### src/rtl/core/swt_pkg.sv
// shared types, character codes and result kinds of the shell word tokenizer
// no dependencies
package swt_pkg;

  localparam int unsigned TOKEN_COUNT_MAX = 255;
  localparam logic [7:0]  COUNT_LIMIT     =
    (TOKEN_COUNT_MAX > 255) ? 8'd255 : 8'(TOKEN_COUNT_MAX);

  localparam int unsigned MAX_RESULTS = 4;
  localparam int unsigned RES_CNT_W   = $clog2(MAX_RESULTS + 1);

  localparam logic [1:0] KIND_CHAR = 2'd0;
  localparam logic [1:0] KIND_EOT  = 2'd1;
  localparam logic [1:0] KIND_EOL  = 2'd2;

  localparam logic [1:0] QM_NONE   = 2'd0;
  localparam logic [1:0] QM_SINGLE = 2'd1;
  localparam logic [1:0] QM_DOUBLE = 2'd2;

  localparam logic [7:0] CH_BACKSLASH = 8'h5C;
  localparam logic [7:0] CH_DQUOTE    = 8'h22;
  localparam logic [7:0] CH_SQUOTE    = 8'h27;
  localparam logic [7:0] CH_DOLLAR    = 8'h24;
  localparam logic [7:0] CH_NEWLINE   = 8'h0A;
  localparam logic [7:0] CH_SPACE     = 8'h20;

  typedef struct packed {
    logic [7:0] in_byte;
    logic       byte_valid;
    logic       end_of_line;
  } in_item_t;

  typedef struct packed {
    logic [1:0] kind;
    logic [7:0] out_char;
    logic [7:0] token_count;
  } result_t;

  typedef struct packed {
    result_t [MAX_RESULTS-1:0] items;
    logic [RES_CNT_W-1:0]      count;
  } bundle_t;

  function automatic logic dq_escapable(input logic [7:0] c);
    return (c == CH_DQUOTE) || (c == CH_BACKSLASH) || (c == CH_DOLLAR) ||
           (c == CH_NEWLINE);
  endfunction

endpackage

### src/rtl/core/swt_ifs.sv
// valid/ready channel interfaces for command line bytes and tokenizer results
// no dependencies
interface swt_in_if;
  logic       valid;
  logic       ready;
  logic [7:0] in_byte;
  logic       byte_valid;
  logic       end_of_line;

  modport source (output valid, in_byte, byte_valid, end_of_line, input ready);
  modport sink   (input valid, in_byte, byte_valid, end_of_line, output ready);
endinterface

interface swt_out_if;
  logic       valid;
  logic       ready;
  logic [1:0] kind;
  logic [7:0] out_char;
  logic [7:0] token_count;
  logic       last_of_run;

  modport source (output valid, kind, out_char, token_count, last_of_run, input ready);
  modport sink   (input valid, kind, out_char, token_count, last_of_run, output ready);
endinterface

### src/rtl/core/swt_lexer.sv
// input register, quote/escape state and per-byte decode into a result bundle
// depends on swt_pkg and swt_in_if
module swt_lexer (
  input  logic            clk,
  input  logic            rst_n,
  swt_in_if.sink          in_ch,
  input  logic            bnd_free,
  output logic            bnd_load,
  output swt_pkg::bundle_t bnd
);

  logic               in_vld_r, in_vld_nxt;
  swt_pkg::in_item_t  in_item_r;

  logic [1:0] quote_r, quote_nxt;
  logic       esc_r, esc_nxt;
  logic       open_r, open_nxt;
  logic [7:0] seen_r, seen_nxt;

  logic in_xfer;

  assign in_ch.ready = !in_vld_r || bnd_free;
  assign in_xfer     = in_ch.valid && in_ch.ready;
  assign bnd_load    = in_vld_r && bnd_free;

  always_comb begin
    in_vld_nxt = in_vld_r;
    if (in_xfer) begin
      in_vld_nxt = 1'b1;
    end else if (bnd_load) begin
      in_vld_nxt = 1'b0;
    end
  end

  always_ff @(posedge clk) begin
    if (!rst_n) begin
      in_vld_r <= 1'b0;
    end else begin
      in_vld_r <= in_vld_nxt;
    end
    if (in_xfer) begin
      in_item_r.in_byte     <= in_ch.in_byte;
      in_item_r.byte_valid  <= in_ch.byte_valid;
      in_item_r.end_of_line <= in_ch.end_of_line;
    end
  end

  // decode of one item, following the order in which results are produced
  always_comb begin
    logic [1:0]                        q_v;
    logic                              esc_v;
    logic                              open_v;
    logic [7:0]                        cnt_v;
    logic [swt_pkg::RES_CNT_W-1:0]     n_v;
    swt_pkg::result_t [swt_pkg::MAX_RESULTS-1:0] it_v;
    logic [7:0]                        c;
    logic                              vld;
    logic                              inq;
    logic                              isq;
    logic [1:0]                        mode;
    logic                              dq_lit;
    logic                              bs_first;
    logic                              raw_c;
    logic                              do_plain;

    q_v    = quote_r;
    esc_v  = esc_r;
    open_v = open_r;
    cnt_v  = seen_r;
    n_v    = '0;
    it_v   = '0;
    c      = in_item_r.in_byte;
    vld    = in_item_r.byte_valid;

    dq_lit   = (quote_r == swt_pkg::QM_DOUBLE) && !swt_pkg::dq_escapable(c);
    bs_first = vld && esc_r && dq_lit;
    raw_c    = vld && esc_r && !dq_lit;
    do_plain = vld && (esc_r ? dq_lit
                             : !((c == swt_pkg::CH_BACKSLASH) &&
                                 (quote_r != swt_pkg::QM_SINGLE)));

    inq  = (quote_r == swt_pkg::QM_SINGLE) || (quote_r == swt_pkg::QM_DOUBLE);
    isq  = (c == swt_pkg::CH_SQUOTE) || (c == swt_pkg::CH_DQUOTE);
    mode = (c == swt_pkg::CH_SQUOTE) ? swt_pkg::QM_SINGLE : swt_pkg::QM_DOUBLE;

    if (vld) begin
      if (esc_r) begin
        esc_v = 1'b0;
      end else if ((c == swt_pkg::CH_BACKSLASH) && (quote_r != swt_pkg::QM_SINGLE)) begin
        esc_v = 1'b1;
      end
    end

    // backslash kept literal inside double quotes
    if (bs_first) begin
      it_v[n_v[1:0]].kind     = swt_pkg::KIND_CHAR;
      it_v[n_v[1:0]].out_char = swt_pkg::CH_BACKSLASH;
      n_v    = n_v + 1'b1;
      open_v = 1'b1;
    end
    if (raw_c) begin
      it_v[n_v[1:0]].kind     = swt_pkg::KIND_CHAR;
      it_v[n_v[1:0]].out_char = c;
      n_v    = n_v + 1'b1;
      open_v = 1'b1;
    end

    if (do_plain) begin
      if (isq && !inq) begin
        q_v = mode;
      end else if (isq && (q_v == mode)) begin
        q_v = swt_pkg::QM_NONE;
      end else if ((c == swt_pkg::CH_SPACE) && !inq) begin
        if (open_v) begin
          it_v[n_v[1:0]].kind = swt_pkg::KIND_EOT;
          n_v    = n_v + 1'b1;
          open_v = 1'b0;
          if (cnt_v < swt_pkg::COUNT_LIMIT) begin
            cnt_v = cnt_v + 8'd1;
          end
        end
      end else begin
        it_v[n_v[1:0]].kind     = swt_pkg::KIND_CHAR;
        it_v[n_v[1:0]].out_char = c;
        n_v    = n_v + 1'b1;
        open_v = 1'b1;
      end
    end

    if (in_item_r.end_of_line) begin
      // a backslash left hanging at end of line is a literal
      if (esc_v) begin
        it_v[n_v[1:0]].kind     = swt_pkg::KIND_CHAR;
        it_v[n_v[1:0]].out_char = swt_pkg::CH_BACKSLASH;
        n_v    = n_v + 1'b1;
        open_v = 1'b1;
      end
      if (open_v) begin
        it_v[n_v[1:0]].kind = swt_pkg::KIND_EOT;
        n_v = n_v + 1'b1;
        if (cnt_v < swt_pkg::COUNT_LIMIT) begin
          cnt_v = cnt_v + 8'd1;
        end
      end
      it_v[n_v[1:0]].kind        = swt_pkg::KIND_EOL;
      it_v[n_v[1:0]].token_count = cnt_v;
      n_v    = n_v + 1'b1;
      q_v    = swt_pkg::QM_NONE;
      esc_v  = 1'b0;
      open_v = 1'b0;
      cnt_v  = 8'd0;
    end

    bnd.items = it_v;
    bnd.count = n_v;
    quote_nxt = q_v;
    esc_nxt   = esc_v;
    open_nxt  = open_v;
    seen_nxt  = cnt_v;
  end

  always_ff @(posedge clk) begin
    if (!rst_n) begin
      quote_r <= swt_pkg::QM_NONE;
      esc_r   <= 1'b0;
      open_r  <= 1'b0;
      seen_r  <= 8'd0;
    end else if (bnd_load) begin
      quote_r <= quote_nxt;
      esc_r   <= esc_nxt;
      open_r  <= open_nxt;
      seen_r  <= seen_nxt;
    end
  end

endmodule

### src/rtl/core/swt_emit.sv
// result register: holds one bundle and hands it out one result per transfer
// depends on swt_pkg and swt_out_if
module swt_emit (
  input  logic             clk,
  input  logic             rst_n,
  input  logic             bnd_load,
  input  swt_pkg::bundle_t bnd,
  output logic             bnd_free,
  swt_out_if.source        out_ch
);

  swt_pkg::result_t [swt_pkg::MAX_RESULTS-1:0] items_r;
  logic [swt_pkg::RES_CNT_W-1:0]               cnt_r, cnt_nxt;

  logic out_xfer;

  assign out_ch.valid       = (cnt_r != '0);
  assign out_ch.kind        = items_r[0].kind;
  assign out_ch.out_char    = items_r[0].out_char;
  assign out_ch.token_count = items_r[0].token_count;
  assign out_ch.last_of_run = (cnt_r == swt_pkg::RES_CNT_W'(1));

  assign out_xfer = out_ch.valid && out_ch.ready;
  // free once the last pending result leaves this cycle
  assign bnd_free = (cnt_r == '0) || (out_ch.last_of_run && out_ch.ready);

  always_comb begin
    cnt_nxt = cnt_r;
    if (bnd_load) begin
      cnt_nxt = bnd.count;
    end else if (out_xfer) begin
      cnt_nxt = cnt_r - 1'b1;
    end
  end

  always_ff @(posedge clk) begin
    if (!rst_n) begin
      cnt_r <= '0;
    end else begin
      cnt_r <= cnt_nxt;
    end
    if (bnd_load) begin
      items_r <= bnd.items;
    end else if (out_xfer) begin
      for (int i = 0; i < swt_pkg::MAX_RESULTS - 1; i++) begin
        items_r[i] <= items_r[i+1];
      end
    end
  end

endmodule

### src/rtl/core/shell_word_tokenizer_top.sv
// Shell word tokenizer: splits a command line, one byte per input transfer, into
// words with single/double quotes and backslash escapes, emitting word characters,
// end-of-word marks and an end-of-line mark with the word count. A byte is taken
// every cycle while each byte yields one result and the output is ready; it passes
// an input register, is decoded combinationally into up to four results, and those
// leave the result register one per cycle while the output is ready. A multi-result
// item holds the result register until its last result has left and one that yields
// none does not occupy it, so the input stalls while a multi-result item drains or
// while the output holds off. Each byte passes the input then the result register.
// depends on swt_pkg, swt_ifs, swt_lexer, swt_emit
module shell_word_tokenizer_top (
  input  logic      clk,
  input  logic      rst_n,
  swt_in_if.sink    in_ch,
  swt_out_if.source out_ch
);

  logic             bnd_free;
  logic             bnd_load;
  swt_pkg::bundle_t bnd;

  swt_lexer u_lexer (
    .clk      (clk),
    .rst_n    (rst_n),
    .in_ch    (in_ch),
    .bnd_free (bnd_free),
    .bnd_load (bnd_load),
    .bnd      (bnd)
  );

  swt_emit u_emit (
    .clk      (clk),
    .rst_n    (rst_n),
    .bnd_load (bnd_load),
    .bnd      (bnd),
    .bnd_free (bnd_free),
    .out_ch   (out_ch)
  );

endmodule

### src/flat_wrapper.sv
// flat-port wrapper written by rule: the top's interface ports become plain ports
module shell_word_tokenizer_top_flat 
  (clk, rst_n, in_ch_valid, in_ch_in_byte, in_ch_byte_valid, in_ch_end_of_line, in_ch_ready, out_ch_valid, out_ch_kind, out_ch_out_char, out_ch_token_count, out_ch_last_of_run, out_ch_ready);
  swt_in_if in_ch_i ();
  swt_out_if out_ch_i ();
  input  logic clk;
  input  logic rst_n;
  input wire logic [$bits(in_ch_i.valid)-1:0] in_ch_valid;
  input wire logic [$bits(in_ch_i.in_byte)-1:0] in_ch_in_byte;
  input wire logic [$bits(in_ch_i.byte_valid)-1:0] in_ch_byte_valid;
  input wire logic [$bits(in_ch_i.end_of_line)-1:0] in_ch_end_of_line;
  output wire logic [$bits(in_ch_i.ready)-1:0] in_ch_ready;
  output wire logic [$bits(out_ch_i.valid)-1:0] out_ch_valid;
  output wire logic [$bits(out_ch_i.kind)-1:0] out_ch_kind;
  output wire logic [$bits(out_ch_i.out_char)-1:0] out_ch_out_char;
  output wire logic [$bits(out_ch_i.token_count)-1:0] out_ch_token_count;
  output wire logic [$bits(out_ch_i.last_of_run)-1:0] out_ch_last_of_run;
  input wire logic [$bits(out_ch_i.ready)-1:0] out_ch_ready;
  assign in_ch_i.valid = in_ch_valid;
  assign in_ch_i.in_byte = in_ch_in_byte;
  assign in_ch_i.byte_valid = in_ch_byte_valid;
  assign in_ch_i.end_of_line = in_ch_end_of_line;
  assign in_ch_ready = in_ch_i.ready;
  assign out_ch_valid = out_ch_i.valid;
  assign out_ch_kind = out_ch_i.kind;
  assign out_ch_out_char = out_ch_i.out_char;
  assign out_ch_token_count = out_ch_i.token_count;
  assign out_ch_last_of_run = out_ch_i.last_of_run;
  assign out_ch_i.ready = out_ch_ready;
  shell_word_tokenizer_top u_core (.clk(clk), .rst_n(rst_n), .in_ch(in_ch_i), .out_ch(out_ch_i));
endmodule
### config.mk
export PLATFORM = sky130hd
export DESIGN_NAME = shell_word_tokenizer_top_flat
export DESIGN_NICKNAME = d
export VERILOG_FILES = /design/src/rtl/core/swt_pkg.sv /design/src/rtl/core/swt_ifs.sv /design/src/rtl/core/swt_lexer.sv /design/src/rtl/core/swt_emit.sv /design/src/rtl/core/shell_word_tokenizer_top.sv /design/src/flat_wrapper.sv
export SDC_FILE = /design/constraint.sdc
export NUM_CORES = 1
export LEC_CHECK = 0
export BUFFER_PORTS_ARGS = -buffer_cell sky130_fd_sc_hd__buf_2
export CORE_ASPECT_RATIO = 1.1
export CORE_UTILIZATION = 52
export DETAILED_ROUTE_END_ITERATION = 8
export PLACE_DENSITY = 0.79
export SYNTH_ARGS = -nofsm -noshare
export SYNTH_HDL_FRONTEND = slang
export SYNTH_SLANG_ARGS = --single-unit
### constraint.sdc
create_clock -name clk -period 3.6 [get_ports clk]
set_input_delay 0.54 -clock clk [delete_from_list [all_inputs] [get_ports clk]]
set_output_delay 0.54 -clock clk [all_outputs]
set_load 0.02 [all_outputs]
==> out/qor.txt <==
Synth area leaders: edfxtp_1 46%, dfxtp_1 6.0%, nand2_1 4.9%
First-pass GRT wire length: 18600 µm
Post-DR wirelength/cell: 16.8 µm
Register area share after synthesis: 0.520
IO Pins: 35
Max_slew headroom: 0.348
Cell count after synthesis: 512
Count leader, synth: edfxtp_1
Final Skew: 0.00934 ns
Final WL: 11600 µm
Critical path required time: 3.81 ns
Setup-failing EPs final: 0
Die width: 98.7 µm
Main synth FF type: edfxtp_1
Worst-case reg-to-reg path depth: 12
Synth Area in Simple Gates: 0.192
Final min period: 3.58 ns
Initial antenna violation count: 0
Final Wtd Congestion: 0.908
Met2 wire length: 5580 µm
Commonest cells in the netlist: 82 x edfxtp_1, 70 x nand2_1, 48 x nor2_1
Filler instances: 783
Num Clock Sinks: 98
Met3 wire length: 682 µm
Die area: 10700 µm²
Post-Place Worst Slack: -0.130 ns
Netlist cell types: 77
# Max-Cap Violations: 0
DR iter-0 viols: 399
Critical path arrival: 3.79 ns
Drc violations: 0
CP Capture Type: flop
Vias per inst: 5.97
Htree depth: 3
Final instance area: 6070 µm²
Routed met1 length: 5030 µm
Rows: 38
Global Route Usage Sum: 0.225
Peak VDD IR: 0.387 mV
RSZ-0062 raised after global routing: true
DR top layer: met4
Max-slew violation count: 0
Mux contribution to synthesized area: 0.00866
Grt ovf: 0
Setup CP Type: reg -> reg
Final hold viol count: 0
Largest family of logic cells by synthesized area: simple AND/OR/NAND/NOR gates
Pin count of the biggest net entering global routing: 55
CP startpoint kind: flop
Syn Std Cell Area: 5350 µm²
CTS Hold Bufs: 0
CTS root buf: clkbuf_8
Worst Hold Depth: 1
Clk_lat worst skew: 0.38 ns
Post-DP HPWL: 8040 µm
Final setup margin: 0.0213 ns
TritonCTS clock tree: built
Worst Tran Pin Value: 0.977 ns
Worst r2r src: u_core.u_lexer.in_item_r[2]
I/O Buffers: 34
Status: complete, no violations
Core box area: 9940 µm²
Initial Util: 0.538
Placed Instance Area: 5760 µm²
Layout cells sized above 1: 0.238
Vias in the first global route: 3812
Highest Clock Rate: 0.279 GHz
Compound-Gate Fraction of Synth Area: 0.164
Period utilisation layout: 0.994
Synth Area per Inst: 10.4 µm²
Cell taking the most area after synthesis: edfxtp_1
Synth top area share: 0.461
Synth Area in Adders: 0.0445
Die Ht: 108 µm
Hold Path Origin: in_ch_in_byte[1]
RR Endpoint: u_core.u_emit.items_r[37]
Number of diodes: 0
Yosys reg bits: 98
Layout area overhead: 13.6%
Xor and xnor area share after synthesis: 0.0147
CP Max Fanout: 9
Slack of the worst reg-to-reg path: 0.02 ns
CTS clk-pin slew, worst paths: 0.09 ns
Pre-Repair DR Iteration Count: 5
Inserted Clock Buffers: 9
Post-synth EDFFs: 82
ANT nets after route: 0
Async SR Flop Fraction: 0
Worst hold path class: in -> reg
Vias post-DR: 4105
CTS Buffer Depth: 2
Nets@finish: 598
Warnings, synthesis: 0
Hold Path Sink: u_core.u_lexer.in_item_r[3]
Pwr per Cell Area: 652 nW/µm²
Leak: 2.35 nW
==> through the flow <==
stage	total power [mW]	cells	utilization	setup TNS (ns)	hold WS, ns
2_1_floorplan	2.95	515	-	0	0.432
3_3_place_gp	3.18	669	0.580	-0.0698	0.438
3_5_place_dp	3.24	669	0.580	-0.661	0.453
4_1_cts	3.94	684	0.601	0	0.318
5_1_grt	4.19	688	0.611	-0.679	0.325
6_report	3.96	688	0.611	0	0.331
==> worst max-delay path by stage <==
stage / cells after the start / start / to / slack [ns]
after floorplan: 14 / u_core.u_lexer.in_item_r[2] / u_core.u_emit.out_ch.token_count[0] / 0.03
after global placement: 16 / u_core.u_lexer.quote_r[0] / u_core.u_emit.out_ch.token_count[4] / -0.04
after detailed placement: 15 / u_core.u_lexer.in_item_r[2] / u_core.u_emit.out_ch.token_count[2] / -0.13
after CTS: 16 / u_core.u_lexer.quote_r[0] / u_core.u_emit.items_r[23] / 0.008
after global routing: 12 / u_core.u_lexer.in_item_r[2] / u_core.u_emit.items_r[36] / -0.1
final: 12 / u_core.u_lexer.in_item_r[2] / u_core.u_emit.items_r[37] / 0.02
==> flip-flops by register name, indices dropped and copies added, names as in the netlist <==
| signal | cells |
|---|---|
| u_core.u_lexer.seen_r | 8 |
| u_core.u_emit.items_r | 54 |
| u_core.u_emit.out_ch.kind | 2 |
| u_core.u_emit.out_ch.token_count | 8 |
| u_core.u_lexer.in_vld_r | 1 |
| u_core.u_emit.out_ch.out_char | 8 |
| u_core.u_lexer.esc_r | 1 |
| u_core.u_lexer.quote_r | 2 |
| u_core.u_lexer.open_r | 1 |
| u_core.u_lexer.in_item_r | 10 |
| u_core.u_emit.cnt_r | 3 |
==> layout make-up <==
type / count / area (µm²) / area share
Multi-Input combinational cell: 362 / 2380 / 0.393
Clock buffer: 9 / 124 / 0.0204
Timing Repair Buffer: 79 / 517 / 0.0851
Sequential cell: 98 / 2780 / 0.458
Inverter: 15 / 56.3 / 0.00927
Clock inverter: 5 / 57.6 / 0.00948
Tap cell: 120 / 150 / 0.0247
==> cell families (layout without fill, tap and decap cells) <==
group	Yosys count	in the layout
compound gates	121	121
xor+xnor	9	9
fa+ha+maj	19	19
buf+inv	55	108
flops	98	98
mux	4	4
other cells	1	4
simple gates	205	205
==> where the power goes <==
part           switching, mW  leakage [nW]  internal [mW]
combinational          0.893          1.33          0.444
clock                  0.381        0.0949          0.314
sequential             0.130         0.923           1.80
total                   1.40          2.35           2.55
==> timing repair <==
| action | CTS | global route |
|---|---|---|
| setup buffers | 1 | 3 |
| pin swaps | 0 | 4 |
| cloned | 0 | 1 |
| endpoints found under the setup margin | 14 | 40 |
| resized for setup | 4 | 19 |
==> critical path, stage by stage (launching register included) <==
cell and delay (ns):
edfxtp_1 0.47, or4b_4 0.61, o311ai_4 0.28, o31a_2 0.22, buf_4 0.13, o21ai_1 0.10, o21ai_0 0.27, nor3_1 0.17
a21oi_1 0.36, ha_1 0.25, nand3_1 0.08, buf_4 0.23, o31ai_1 0.24
==> routing by layer <==
| metal | track usage | vias to the layer above |
|---|---|---|
| met5 | 0 | - |
| met4 | 0.110 | 0 |
| met3 | 0.0368 | 24 |
| met2 | 0.364 | 166 |
| met1 | 0.297 | 1956 |
| li1 | - | 1959 |
==> cell usage in the layout (no fill, tap or decap), types with 3 or more instances in the layout <==
| cell | netlist | layout |
|---|---|---|
| a31oi_1 | 3 | 3 |
| xnor2_1 | 4 | 4 |
| a22oi_1 | 7 | 7 |
| nor3_1 | 13 | 13 |
| a21oi_2 | 3 | 3 |
| inv_2 | 0 | 3 |
| o21ai_1 | 5 | 6 |
| xor2_1 | 5 | 5 |
| nand2_1 | 70 | 70 |
| o21ai_0 | 22 | 20 |
| inv_1 | 15 | 12 |
| a21o_1 | 8 | 8 |
| o31ai_1 | 14 | 12 |
| o22ai_1 | 4 | 3 |
| nand2b_1 | 8 | 7 |
| buf_2 | 2 | 35 |
| dfxtp_1 | 16 | 15 |
| and3_1 | 8 | 8 |
| buf_4 | 20 | 41 |
| clkbuf_8 | 0 | 9 |
| conb_1 | 1 | 4 |
| ha_1 | 19 | 17 |
| nor2_1 | 48 | 48 |
| edfxtp_1 | 82 | 82 |
| nor2b_1 | 3 | 3 |
| nand3_1 | 21 | 19 |
| a21oi_1 | 25 | 24 |
| and2_1 | 8 | 8 |
| buf_6 | 1 | 3 |
(Power assumes the default switching activity.)
